`src/design/sfr_pkg.sv`:
```
// ----------------------------------------------------------------------------
// Serial frame receiver package
// Shared types, codes and default sizes for the serial frame receiver.
// ----------------------------------------------------------------------------
package sfr_pkg;

   // Default sizes for the top-level parameters.
   localparam int MaxFrameDefault  = 100;
   localparam int TypeCountDefault = 256;

   // Field widths fixed by the link protocol.
   localparam int ByteW   = 8;
   localparam int LengthW = 7;
   localparam int StatusW = 3;

   // Configuration register indexes.
   localparam logic [1:0] CSR_FIRST_HEADER   = 2'd0;
   localparam logic [1:0] CSR_SECOND_HEADER  = 2'd1;
   localparam logic [1:0] CSR_TAIL_VALUE     = 2'd2;
   localparam logic [1:0] CSR_RECEIVE_ENABLE = 2'd3;

   // Item commands.
   localparam logic CMD_LINK_BYTE   = 1'b0;
   localparam logic CMD_TABLE_WRITE = 1'b1;

   // Parser phase.
   typedef enum logic [1:0] {
      PH_IDLE  = 2'd0,
      PH_HEAD1 = 2'd1,
      PH_HEAD2 = 2'd2,
      PH_DATA  = 2'd3
   } phase_type;

   // Result status codes.
   typedef enum logic [StatusW-1:0] {
      ST_BUSY     = 3'd0,
      ST_GOOD     = 3'd1,
      ST_BADSUM   = 3'd2,
      ST_OVERFLOW = 3'd3,
      ST_REJECT   = 3'd4
   } status_type;

   // One result item.
   typedef struct packed {
      status_type         status;
      logic [LengthW-1:0] frame_length;
      logic [ByteW-1:0]   computed_sum;
   } result_type;

   // Requests from the parser to the length table.
   typedef struct packed {
      logic               wr_en;
      logic [ByteW-1:0]   wr_index;
      logic [LengthW-1:0] wr_length;
      logic               rd_en;
      logic [ByteW-1:0]   rd_index;
   } table_req_type;

endpackage

```
`src/design/serial_frame_receiver_core.sv`:
```
// ----------------------------------------------------------------------------
// Serial frame receiver core
// Parses header, type, data, checksum and tail frames from a byte stream.
// ----------------------------------------------------------------------------
// Usage:
//   req_* carries one item: a received link byte (command 0) or a write of
//   one length table entry (command 1). rsp_* returns exactly one result item
//   per accepted item, in order. csr_* writes the header, tail and enable
//   registers and is always ready; write it only while the block is idle.
// Latency and throughput:
//   The result of an item is presented on rsp_* in the cycle after it is
//   accepted. One item is accepted per cycle unless a result is stalled; the
//   parser and checksum update in one step, accept edge to result register.
// Reset:
//   The parser returns to idle, the registers take their reset values and the
//   length table reads as all zero at once through per-entry valid bits, so
//   items are accepted as soon as reset is released.
// Stall:
//   While a result waits and rsp_ready is low, req_ready is low and the
//   result is held unchanged. When rsp_ready is high a new item is accepted
//   in the same cycle the waiting result is taken.
// ----------------------------------------------------------------------------
module serial_frame_receiver_core #(
   parameter int MAX_FRAME  = sfr_pkg::MaxFrameDefault,
   parameter int TYPE_COUNT = sfr_pkg::TypeCountDefault
) (
   input  logic                         clock,
   input  logic                         reset,
   input  logic                         req_valid,
   output logic                         req_ready,
   input  logic                         req_command,
   input  logic [sfr_pkg::ByteW-1:0]    req_link_byte,
   input  logic [sfr_pkg::ByteW-1:0]    req_entry_index,
   input  logic [sfr_pkg::LengthW-1:0]  req_entry_length,
   output logic                         rsp_valid,
   input  logic                         rsp_ready,
   output logic [sfr_pkg::StatusW-1:0]  rsp_status,
   output logic [sfr_pkg::LengthW-1:0]  rsp_frame_length,
   output logic [sfr_pkg::ByteW-1:0]    rsp_computed_sum,
   input  logic                         csr_valid,
   output logic                         csr_ready,
   input  logic [1:0]                   csr_index,
   input  logic [sfr_pkg::ByteW-1:0]    csr_data
);
   import sfr_pkg::*;

   logic [ByteW-1:0]   first_header_ff;
   logic [ByteW-1:0]   second_header_ff;
   logic [ByteW-1:0]   tail_value_ff;
   logic               receive_enable_ff;
   logic               rsp_valid_ff, rsp_valid_in;
   result_type         rsp_result_ff;
   result_type         result;
   table_req_type      table_req;
   logic [LengthW-1:0] expected_length;
   logic               step;

   // Handshakes: the result register frees up when it is taken.
   assign csr_ready    = 1'b1;
   assign req_ready    = !rsp_valid_ff || rsp_ready;
   assign step         = req_valid && req_ready;
   assign rsp_valid_in = step || (rsp_valid_ff && !rsp_ready);

   // Configuration registers.
   always_ff @(posedge clock) begin
      if (reset) begin
         first_header_ff   <= '0;
         second_header_ff  <= '0;
         tail_value_ff     <= '0;
         receive_enable_ff <= 1'b1;
      end else if (csr_valid) begin
         case (csr_index)
            CSR_FIRST_HEADER:   first_header_ff   <= csr_data;
            CSR_SECOND_HEADER:  second_header_ff  <= csr_data;
            CSR_TAIL_VALUE:     tail_value_ff     <= csr_data;
            CSR_RECEIVE_ENABLE: receive_enable_ff <= csr_data[0];
            default: begin
            end
         endcase
      end
   end

   sfr_parser #(
      .MAX_FRAME (MAX_FRAME)
   ) u_parser (
      .clock           (clock),
      .reset           (reset),
      .step            (step),
      .command         (req_command),
      .link_byte       (req_link_byte),
      .entry_index     (req_entry_index),
      .entry_length    (req_entry_length),
      .first_header    (first_header_ff),
      .second_header   (second_header_ff),
      .tail_value      (tail_value_ff),
      .receive_enable  (receive_enable_ff),
      .expected_length (expected_length),
      .table_req       (table_req),
      .result          (result)
   );

   sfr_len_table #(
      .TYPE_COUNT (TYPE_COUNT)
   ) u_len_table (
      .clock           (clock),
      .reset           (reset),
      .table_req       (table_req),
      .expected_length (expected_length)
   );

   // Result register.
   always_ff @(posedge clock) begin
      if (reset) begin
         rsp_valid_ff <= 1'b0;
      end else begin
         rsp_valid_ff <= rsp_valid_in;
      end
   end

   always_ff @(posedge clock) begin
      if (step) begin
         rsp_result_ff <= result;
      end
   end

   assign rsp_valid        = rsp_valid_ff;
   assign rsp_status       = rsp_result_ff.status;
   assign rsp_frame_length = rsp_result_ff.frame_length;
   assign rsp_computed_sum = rsp_result_ff.computed_sum;

endmodule

```
`src/design/sfr_len_table.sv`:
```
// ----------------------------------------------------------------------------
// Frame length table
// One entry per frame type holding the expected total frame length. Entries
// never written read as zero through per-entry valid bits cleared at reset.
// The read is registered and holds until the next lookup.
// ----------------------------------------------------------------------------
module sfr_len_table #(
   parameter int TYPE_COUNT = sfr_pkg::TypeCountDefault
) (
   input  logic                         clock,
   input  logic                         reset,
   input  sfr_pkg::table_req_type       table_req,
   output logic [sfr_pkg::LengthW-1:0]  expected_length
);
   import sfr_pkg::*;

   localparam int IdxW = $clog2(TYPE_COUNT);

   logic [LengthW-1:0]  mem [TYPE_COUNT];
   logic [TYPE_COUNT-1:0] valid_ff;
   logic [LengthW-1:0]  rd_length_ff;
   logic                rd_hit_ff;
   logic                rd_hit_in;
   logic                wr_in_range;
   logic                rd_in_range;
   logic [IdxW-1:0]     wr_addr;
   logic [IdxW-1:0]     rd_addr;

   // Indexes at or beyond the type count are ignored on write and miss on read.
   assign wr_in_range = {1'b0, table_req.wr_index} < 9'(TYPE_COUNT);
   assign rd_in_range = {1'b0, table_req.rd_index} < 9'(TYPE_COUNT);
   assign wr_addr     = table_req.wr_index[IdxW-1:0];
   assign rd_addr     = table_req.rd_index[IdxW-1:0];
   assign rd_hit_in   = rd_in_range && valid_ff[rd_addr];

   // Storage write and registered read.
   always_ff @(posedge clock) begin
      if (table_req.wr_en && wr_in_range) begin
         mem[wr_addr] <= table_req.wr_length;
      end
      if (table_req.rd_en) begin
         rd_length_ff <= mem[rd_addr];
      end
   end

   // Valid bits and the hit flag of the last lookup.
   always_ff @(posedge clock) begin
      if (reset) begin
         valid_ff  <= '0;
         rd_hit_ff <= 1'b0;
      end else begin
         if (table_req.wr_en && wr_in_range) begin
            valid_ff[wr_addr] <= 1'b1;
         end
         if (table_req.rd_en) begin
            rd_hit_ff <= rd_hit_in;
         end
      end
   end

   assign expected_length = rd_hit_ff ? rd_length_ff : '0;

endmodule

```
`src/design/sfr_parser.sv`:
```
// ----------------------------------------------------------------------------
// Frame parser
// Steps the header, type and data phases one item at a time, keeps the byte
// count and running checksum, and forms the result of each item.
// ----------------------------------------------------------------------------
module sfr_parser #(
   parameter int MAX_FRAME = sfr_pkg::MaxFrameDefault
) (
   input  logic                         clock,
   input  logic                         reset,
   input  logic                         step,
   input  logic                         command,
   input  logic [sfr_pkg::ByteW-1:0]    link_byte,
   input  logic [sfr_pkg::ByteW-1:0]    entry_index,
   input  logic [sfr_pkg::LengthW-1:0]  entry_length,
   input  logic [sfr_pkg::ByteW-1:0]    first_header,
   input  logic [sfr_pkg::ByteW-1:0]    second_header,
   input  logic [sfr_pkg::ByteW-1:0]    tail_value,
   input  logic                         receive_enable,
   input  logic [sfr_pkg::LengthW-1:0]  expected_length,
   output sfr_pkg::table_req_type       table_req,
   output sfr_pkg::result_type          result
);
   import sfr_pkg::*;

   phase_type          phase_ff, phase_in;
   logic [LengthW-1:0] count_ff, count_in;
   logic [ByteW-1:0]   sum_ff, sum_in;
   logic [ByteW-1:0]   prev_ff, prev_in;
   logic               link_step;
   logic [LengthW-1:0] next_count;
   logic               frame_close;
   logic               overflow;

   // Decoded conditions for the current item.
   assign link_step   = step && (command == CMD_LINK_BYTE) && receive_enable;
   assign next_count  = count_ff + 7'd1;
   assign frame_close = (link_byte == tail_value) && (next_count == expected_length);
   assign overflow    = next_count >= 7'(MAX_FRAME);

   // Next phase.
   always_comb begin
      phase_in = phase_ff;
      if (link_step) begin
         case (phase_ff)
            PH_IDLE:  phase_in = (link_byte == first_header) ? PH_HEAD1 : PH_IDLE;
            PH_HEAD1: phase_in = (link_byte == second_header) ? PH_HEAD2 : PH_IDLE;
            PH_HEAD2: phase_in = PH_DATA;
            PH_DATA:  phase_in = (frame_close || overflow) ? PH_IDLE : PH_DATA;
            default:  phase_in = PH_IDLE;
         endcase
      end
   end

   // Datapath updates, table requests and the result of this item.
   always_comb begin
      count_in  = count_ff;
      sum_in    = sum_ff;
      prev_in   = prev_ff;
      table_req = '{wr_en: step && (command == CMD_TABLE_WRITE),
                    wr_index: entry_index, wr_length: entry_length,
                    rd_en: 1'b0, rd_index: link_byte};
      result    = '{status: ST_BUSY, frame_length: count_ff, computed_sum: '0};
      if (link_step) begin
         case (phase_ff)
            PH_IDLE: begin
               count_in = (link_byte == first_header) ? 7'd1 : 7'd0;
               result.status = (link_byte == first_header) ? ST_BUSY : ST_REJECT;
               result.frame_length = count_in;
            end
            PH_HEAD1: begin
               count_in = (link_byte == second_header) ? 7'd2 : 7'd0;
               result.status = (link_byte == second_header) ? ST_BUSY : ST_REJECT;
               result.frame_length = count_in;
            end
            PH_HEAD2: begin
               // The type byte: look up its length and start the checksum.
               count_in = 7'd3;
               sum_in   = '0;
               prev_in  = link_byte;
               table_req.rd_en = 1'b1;
               result.frame_length = count_in;
            end
            PH_DATA: begin
               if (frame_close) begin
                  // The byte before the tail is the checksum.
                  count_in = '0;
                  result.status = (sum_ff == prev_ff) ? ST_GOOD : ST_BADSUM;
                  result.frame_length = next_count;
                  result.computed_sum = sum_ff;
               end else if (overflow) begin
                  count_in = '0;
                  result.status = ST_OVERFLOW;
                  result.frame_length = next_count;
               end else begin
                  count_in = next_count;
                  sum_in   = sum_ff + prev_ff;
                  prev_in  = link_byte;
                  result.frame_length = next_count;
               end
            end
            default: begin
               count_in = '0;
            end
         endcase
      end
   end

   // Parser state registers.
   always_ff @(posedge clock) begin
      if (reset) begin
         phase_ff <= PH_IDLE;
         count_ff <= '0;
         sum_ff   <= '0;
         prev_ff  <= '0;
      end else begin
         phase_ff <= phase_in;
         count_ff <= count_in;
         sum_ff   <= sum_in;
         prev_ff  <= prev_in;
      end
   end

`ifndef SYNTHESIS
   // The count always matches the phase outside the data phase.
   a_idle_count: assert property (@(posedge clock) disable iff (reset)
      phase_ff == PH_IDLE |-> count_ff == 7'd0)
      else $error("parser idle with a non-zero byte count");

   a_head_count: assert property (@(posedge clock) disable iff (reset)
      (phase_ff == PH_HEAD1 |-> count_ff == 7'd1) and
      (phase_ff == PH_HEAD2 |-> count_ff == 7'd2))
      else $error("header phase and byte count disagree");

   // A frame in progress never holds MAX_FRAME bytes or more.
   a_count_bound: assert property (@(posedge clock) disable iff (reset)
      phase_ff == PH_DATA |-> (count_ff >= 7'd3) && (count_ff < 7'(MAX_FRAME)))
      else $error("data phase byte count out of range");

   // Any closing or rejecting result returns the parser to idle.
   a_close_idle: assert property (@(posedge clock) disable iff (reset)
      step && (result.status != ST_BUSY) |=> phase_ff == PH_IDLE)
      else $error("parser did not return to idle after a frame ended");
`endif

endmodule
```
`config.mk`:
```
export PLATFORM = sky130hd
export DESIGN_NAME = serial_frame_receiver_core
export DESIGN_NICKNAME = d
export VERILOG_FILES = /design/src/design/sfr_pkg.sv /design/src/design/serial_frame_receiver_core.sv /design/src/design/sfr_len_table.sv /design/src/design/sfr_parser.sv
export SDC_FILE = /design/constraint.sdc
export NUM_CORES = 2
export LEC_CHECK = 0
export BUFFER_PORTS_ARGS = -buffer_cell sky130_fd_sc_hd__buf_2
export CAP_MARGIN = 20
export CORE_UTILIZATION = 40
export CTS_CLUSTER_DIAMETER = 30
export DETAILED_ROUTE_END_ITERATION = 12
export GPL_TIMING_DRIVEN = 1
export PLACE_DENSITY = 0.6
export SYNTH_ARGS = -nofsm -noshare
export SYNTH_HDL_FRONTEND = slang
export SYNTH_SLANG_ARGS = --single-unit
```
`constraint.sdc`:
```
create_clock -name clock -period 3.9 [get_ports clock]
set_clock_uncertainty 0.1 [all_clocks]
set_input_delay 0.195 -clock clock [delete_from_list [all_inputs] [get_ports clock]]
set_output_delay 0.195 -clock clock [all_outputs]
set_load 0.05 [all_outputs]
```
Word-level counts from Yosys, hierarchy flattened
Memory sizes are Yosys's and may differ from the RTL's. A register that Yosys moved wholly into a read port is not among the register bits. Index checks and enable logic that the tools add are counted.

Output and inout port bits: 21. Logic and storage cells: 91. Bits in writable memories: 1792. Memories: 1. Flip-flop bits (word level): 326.

Memory list: u_len_table.mem (depth 256, bits a word 7, rd ports 1, clocked after memory_dff 1, write ports 1, RTL line sfr_len_table.sv:19) `logic [LengthW-1:0] mem [TYPE_COUNT];`.

$add $sub $neg: 2. Equality and inequality tests: 13. Reductions and logical operators: 21. Magnitude comparators: 4. Bitwise logic cells: 2. Multiplexer cells: 34.

Operators by type and width (number): bitwise OR 256 bit (1); one-hot mux 7 bit (4 select lines) (2); two-way mux 8 bit (6); == test 8 bit (4); one-hot mux 8 bit (2 select lines) (2); two-way mux 7 bit (3); < comparator 8 x 9 -> 1 bit (second input constant) (2); two-way mux 15 bit (1); two-way mux 10 bit (1); two-way mux 2 bit (5); one-hot mux 3 bit (3 select lines) (1); adder 8 bit (1); binary-select mux 1 bit (select 8 bit) (1); demux 1 bit (select 8 bit) (1); == test 2 bit (second input constant) (4); >= comparator 8 x 1 -> 1 bit (second input constant) (1); two-way mux 1 bit (8); one-hot mux 2 bit (4 select lines) (1); AND reduction 2 bit (4); adder 7 x 1 -> 7 bit (second input constant) (1); == test 7 bit (1); >= comparator 7 bit (second input constant) (1); logical AND 1 bit (7); two-way mux 3 bit (2); other kinds (9) (15).

Longest topological paths before layout
Depth in word-level cells: 6. Mapped depth: 12. Mapped depth without buffers: 8.

Modules after synthesis
From an unflattened synthesis, not the netlist that was laid out.

Cells, all modules: 4525. Area total of the unflattened synthesis: 82275.2 um2.

Modules (own cells, without submodules): sfr_len_table (area an instance 78335.1 um2, cells each 4109, instances 1, sequential area each 59166.7 um2); sfr_parser (area an instance 2326.0 um2, cells each 298, instances 1, sequential area each 500.5 um2); serial_frame_receiver_core (area an instance 1614.0 um2, cells each 118, instances 1, sequential area each 1061.0 um2).

Worst setup path after synthesis
OpenSTA, ideal clock, no wires.

Path type: register -> register. Start point: register rsp_valid_ff (netlist: rsp_valid). End point: memory u_len_table.mem[197][0] (enable). Stages on the path, launching flop included: 7. Data required time: 3.433 ns. Library setup time: 0.367 ns. Setup slack: 0.967 ns. Arrival: 2.466 ns. Path buffers: 1. Cells stage by stage: dfxtp_1 -> nand2b_1 -> and3_1 -> nor3b_1 -> nand3_1 -> clkbuf_1 -> nor2_1.

Longest elaborated chain between the ends: 6.

RTL lines: from (decl) (RTL line serial_frame_receiver_core.sv:51) `logic rsp_valid_ff, rsp_valid_in;`; from (signal assigned) (RTL line serial_frame_receiver_core.sv:116) `rsp_valid_ff <= rsp_valid_in;`; logical NOT 1 bit (RTL line serial_frame_receiver_core.sv:60) `assign req_ready = !rsp_valid_ff || rsp_ready;`; logical OR 1 bit (RTL line serial_frame_receiver_core.sv:60); named net req_ready (RTL line serial_frame_receiver_core.sv:30) `output logic req_ready,`; logical AND 1 bit (RTL line serial_frame_receiver_core.sv:61) `assign step = req_valid && req_ready;`; logical AND 1 bit (RTL line sfr_parser.sv:60) `table_req = '{wr_en: step && (command == CMD_TABLE_WRITE),`; two-way mux 1 bit (RTL line sfr_len_table.sv:38) `if (table_req.wr_en && wr_in_range) begin`; two-way mux 1 bit (implied by the code) (RTL line sfr_len_table.sv:39) `mem[wr_addr] <= table_req.wr_length;`; to (decl) (RTL line sfr_len_table.sv:19).

The timed path passes the listed nets, and every way through them passes these cells.

Worst setup path in the final report
Start point: register rsp_valid_ff (netlist: rsp_valid). End point: memory u_len_table.mem[3][5] (enable).

Longest elaborated chain between the ends: 6.

RTL lines (RTL line): logical NOT 1 bit (serial_frame_receiver_core.sv:60); logical OR 1 bit (serial_frame_receiver_core.sv:60); logical AND 1 bit (serial_frame_receiver_core.sv:61); logical AND 1 bit (sfr_parser.sv:60); two-way mux 1 bit (sfr_len_table.sv:38); two-way mux 1 bit (implied by the code) (sfr_len_table.sv:39).

No other way between the ends.

==> impl_metrics.yaml <==
route:
  drcViolationCount: 0
  wl_per_cell_um: 26.5
  drt_wl_total_mm: 214
  met3_length_mm: 14.9
  firstDrtPassIters: 6
  wl_met1_mm: 88.6
  vias: 45299
  met2_length_mm: 104
  highest_layer: "met4"
  viasPerCell: 5.60
  antenna_left: 0
  drtIter0Drc: 4367
power:
  power.internal_uw: 50700
  p_comb_share_pct: 3.7
  vdd_drop_max_mv: 0.417
  netSwitchingFraction_pct: 20.8
  p_clk_share_pct: 57.7
  p_leak_uw: 0.0343
  p_seq_share_pct: 38.7
  power_uw: 64000
  power.switching_uw: 13300
  power_density_nw_per_um2: 623
floorplan:
  dieArea_um2: 207000
  rows: 165
  start_util_pct: 40.4
  die_w_um: 455
  io_pins: 60
  fp.dieH_um: 455
  coreArea_um2: 203000
placed_design:
  placed_area_um2: 87300
  place.gp.congestion: 0.815
  numPortBuffers: 58
  dp_hpwl_mm: 126
  dp_slack_ns: -0.00386
  placed_cells: 7235
yosys:
  syn_nets: 4541
  synth_top_cells_by_area: "edfxtp_1 (66%), mux4_2 (14%), dfxtp_1 (7.5%)"
  syn-cell-area_um2: 82100
  synthArstFlopShare_pct: 0
  netlist_instances: 4493
  synth_top_area_share_pct: 66.4
  ys_warn_count: 0
  synth_flop_cell: "edfxtp_1"
  ys_ff_latch: 2125
  syn_area_per_cell_um2: 18.3
  synth_edf_count: 1817
  synth-seq-area-share_pct: 73.9
  synth_cell_type_count: 69
  synth_area_leader_cell: "edfxtp_1"
critical_path:
  crit_fanout: 16
  r2r_slack_ns: 0.38
  slowest_stage: "nor2_1"
  crit_arrival_ns: 3.96
  path_cells: "nand2b_1 -> and3_1 -> nor3b_1 -> dlygate4sd3_1 -> nand2_1 -> buf_4 -> nor2_1"
  crit_path_end_kind: "flip-flop"
  worstPathRequired_ns: 4.34
  start_kind: "flip-flop"
  reg2reg_depth: 7
  path_delay_family: "simple AND/OR/NAND/NOR gates"
  criticalPathCategory: "flip-flop to flip-flop"
  reg2reg_to: "u_len_table.mem[3][5]"
  critPathMaxStageDelay_ns: 0.72
  worst-path-buf-inv: 2
  r2r-start: "rsp_valid"
clock_tree:
  numCtsBuffers: 430
  clockBufferDepth: 4
  cts-resized-gates: 0
  cts_tree: "built"
  clock_sinks: 2125
  clkTransAtPathRegs_ns: 0.05
  h-tree-depth: 5
  cts-root-buf: "clkbuf_16"
  clkLatencyLatePin_ns: 0.98
cells_and_area:
  fillers: 16282
  final_cell_area_um2: 103000
  finalNonFillerCells: 8087
  drive_gt1_share_pct: 29.8
  nets: 5107
  syn2layout_area_growth_pct: 25.1
timing:
  fmax_ghz: 0.284
  hold_viol_final: 0
  setup_viol: 0
  tns_ns: 0
  finalMaxSlewViolations: 0
  rsz0062_at_grt: "no"
  tightest_slew_ns: 1.15
  period_needed_ns: 3.52
  layout_setup_ws_ns: 0.378
  relSlewSlack_pct: 23.0
  min_period_over_period_pct: 90.3
worst_hold_path:
  hold_class: "input pin to flip-flop"
  holdPathStages: 5
  worstHoldEndpoint: "u_parser.prev_ff[0]"
  min_from: "req_link_byte[0]"
run_status:
  status: "finished, final reports clean"
global_route:
  grt-ovfl-total: 0
  grt_max_degree: 165
  antenna_found_initial: 8
  grt.total_usage_pct: 20.6
  grt_pass1_wl_mm: 313
  grt_pass1_vias: 46288
run:
  drv_cap: 0
[power by group through the flow]
| stage | clock network [uW] | registers [uW] | logic [uW] |
|---|---|---|---|
| floorplan | 0 | 25200 | 1170 |
| global placement | 0 | 25200 | 2280 |
| detailed placement | 0 | 25200 | 2310 |
| CTS | 37400 | 24700 | 2360 |
| global route | 38500 | 24700 | 2470 |
| finish | 36900 | 24700 | 2340 |
[worst min-delay path: cells and delay by family]
kind,cells,cell delay [ns]
buffers and inverters,3,0.59
muxes,1,0.15
and+or+nand+nor,1,0.05
[routing by layer]
layer | global-route usage [%] | vias to the layer above
met5 | 0 | -
met4 | 7.28 | 0
met3 | 3.82 | 389
met2 | 33.3 | 1815
met1 | 28.0 | 23732
li1 | - | 19363
[cells by family (layout without fill, tap and decap cells)]
family	Yosys count	count (layout)	share of synthesized area, %
other	1	6	0.00457
buffers and inverters	293	1210	1.62
AOI/OAI and AO/OA	560	560	4.70
and+or+nand+nor	914	914	4.64
adders and majority gates	9	9	0.146
muxes	553	553	14.5
DFF	2125	2125	73.9
xor gates and xnor gates	38	38	0.423
[metrics by stage]
stage | hold WS (ns) | util (%)
detailed placement | 0.352 | 43.0
floorplan | 0.194 | -
finish | 0.0359 | 50.6
global route | 0.0622 | 50.6
CTS | 0.0111 | 50.6
global placement | 0.342 | 43.0
[synth_stat cells, types with 5 or more instances]
master,number
a21o_1,9
a21oi_1,205
a221oi_1,59
a22o_1,67
a22oi_1,133
a31oi_1,8
and2_1,13
buf_1,24
buf_2,58
buf_4,12
buf_6,15
clkbuf_1,182
dfxtp_1,308
edfxtp_1,1817
ha_1,8
mux2i_1,39
mux4_2,512
nand2_1,53
nand2b_1,17
nand3_1,19
nand3b_1,5
nand4_1,9
nor2_1,710
nor2b_1,14
nor3_1,34
nor4_1,7
o21ai_0,13
o21ba_2,5
o221ai_1,21
o22ai_1,14
or2_2,5
xnor2_1,15
xor2_1,22
[worst max-delay path by stage]
stage          cells after the start                     endpoint  slack, ns                  from
3_5_place_dp                      10  u_len_table.rd_length_ff[5]     -0.004      req_link_byte[0]
3_3_place_gp                      10  u_len_table.rd_length_ff[2]      -0.04      req_link_byte[0]
6_report                           7        u_len_table.mem[3][5]       0.38             rsp_valid
4_1_cts                            8           u_parser.sum_ff[1]       0.35  u_parser.count_ff[0]
5_1_grt                            7        u_len_table.mem[0][5]       0.33             rsp_valid
2_1_floorplan                      6      u_len_table.mem[197][0]       0.97             rsp_valid
[placed cells by master, fill, tap and decap left out, types with 9 or more instances in the layout]
| master | synthesis | final |
|---|---|---|
| a21o_1 | 9 | 9 |
| a21oi_1 | 205 | 205 |
| a221oi_1 | 59 | 59 |
| a22o_1 | 67 | 67 |
| a22oi_1 | 133 | 133 |
| and2_1 | 13 | 12 |
| buf_12 | 0 | 37 |
| buf_2 | 58 | 48 |
| buf_4 | 12 | 267 |
| buf_8 | 0 | 10 |
| bufinv_16 | 0 | 65 |
| clkbuf_1 | 182 | 51 |
| clkbuf_16 | 0 | 438 |
| clkbuf_8 | 0 | 23 |
| clkinv_1 | 0 | 26 |
| clkinv_2 | 0 | 79 |
| clkinv_4 | 0 | 29 |
| clkinvlp_4 | 0 | 36 |
| dfxtp_1 | 308 | 308 |
| dlygate4sd3_1 | 0 | 61 |
| edfxtp_1 | 1817 | 1817 |
| inv_6 | 0 | 30 |
| mux2i_1 | 39 | 39 |
| mux4_2 | 512 | 512 |
| nand2_1 | 53 | 53 |
| nand2b_1 | 17 | 16 |
| nand3_1 | 19 | 17 |
| nand4_1 | 9 | 9 |
| nor2_1 | 710 | 709 |
| nor2b_1 | 14 | 12 |
| nor3_1 | 34 | 31 |
| o21ai_0 | 13 | 13 |
| o221ai_1 | 21 | 21 |
| o22ai_1 | 14 | 14 |
| xnor2_1 | 15 | 15 |
| xor2_1 | 22 | 22 |
[final cells by class]
type | instances | area (um2) | area share [%]
Antenna cell | 5 | 12.5 | 0.0122
Clock buffer | 511 | 11500 | 11.1
Clock inverter | 272 | 3320 | 3.23
Inverter | 2 | 7.51 | 0.00730
Multi-Input combinational cell | 2075 | 20100 | 19.6
Sequential cell | 2125 | 60700 | 59.1
Tap cell | 2672 | 3340 | 3.25
Timing Repair Buffer | 425 | 3770 | 3.67
[registers in the layout, indices dropped and copies added (netlist names)]
register                  count
rsp_valid                     1
tail_value_ff                 8
u_len_table.valid_ff        256
u_parser.count_ff             7
u_len_table.mem            1792
rsp_status                    3
u_parser.phase_ff             2
u_len_table.rd_length_ff      7
receive_enable_ff             1
u_parser.prev_ff              8
u_parser.sum_ff               8
second_header_ff              8
rsp_computed_sum              8
rsp_frame_length              7
u_len_table.rd_hit_ff         1
first_header_ff               8
[what timing repair did]
| action | 4_1_cts | 5_1_grt |
|---|---|---|
| buffers inserted | 0 | 0 |
| hold buffers | 61 | 0 |
| hold endpoints to repair | 1349 | 0 |
Power figures use the tool's default switching activity.
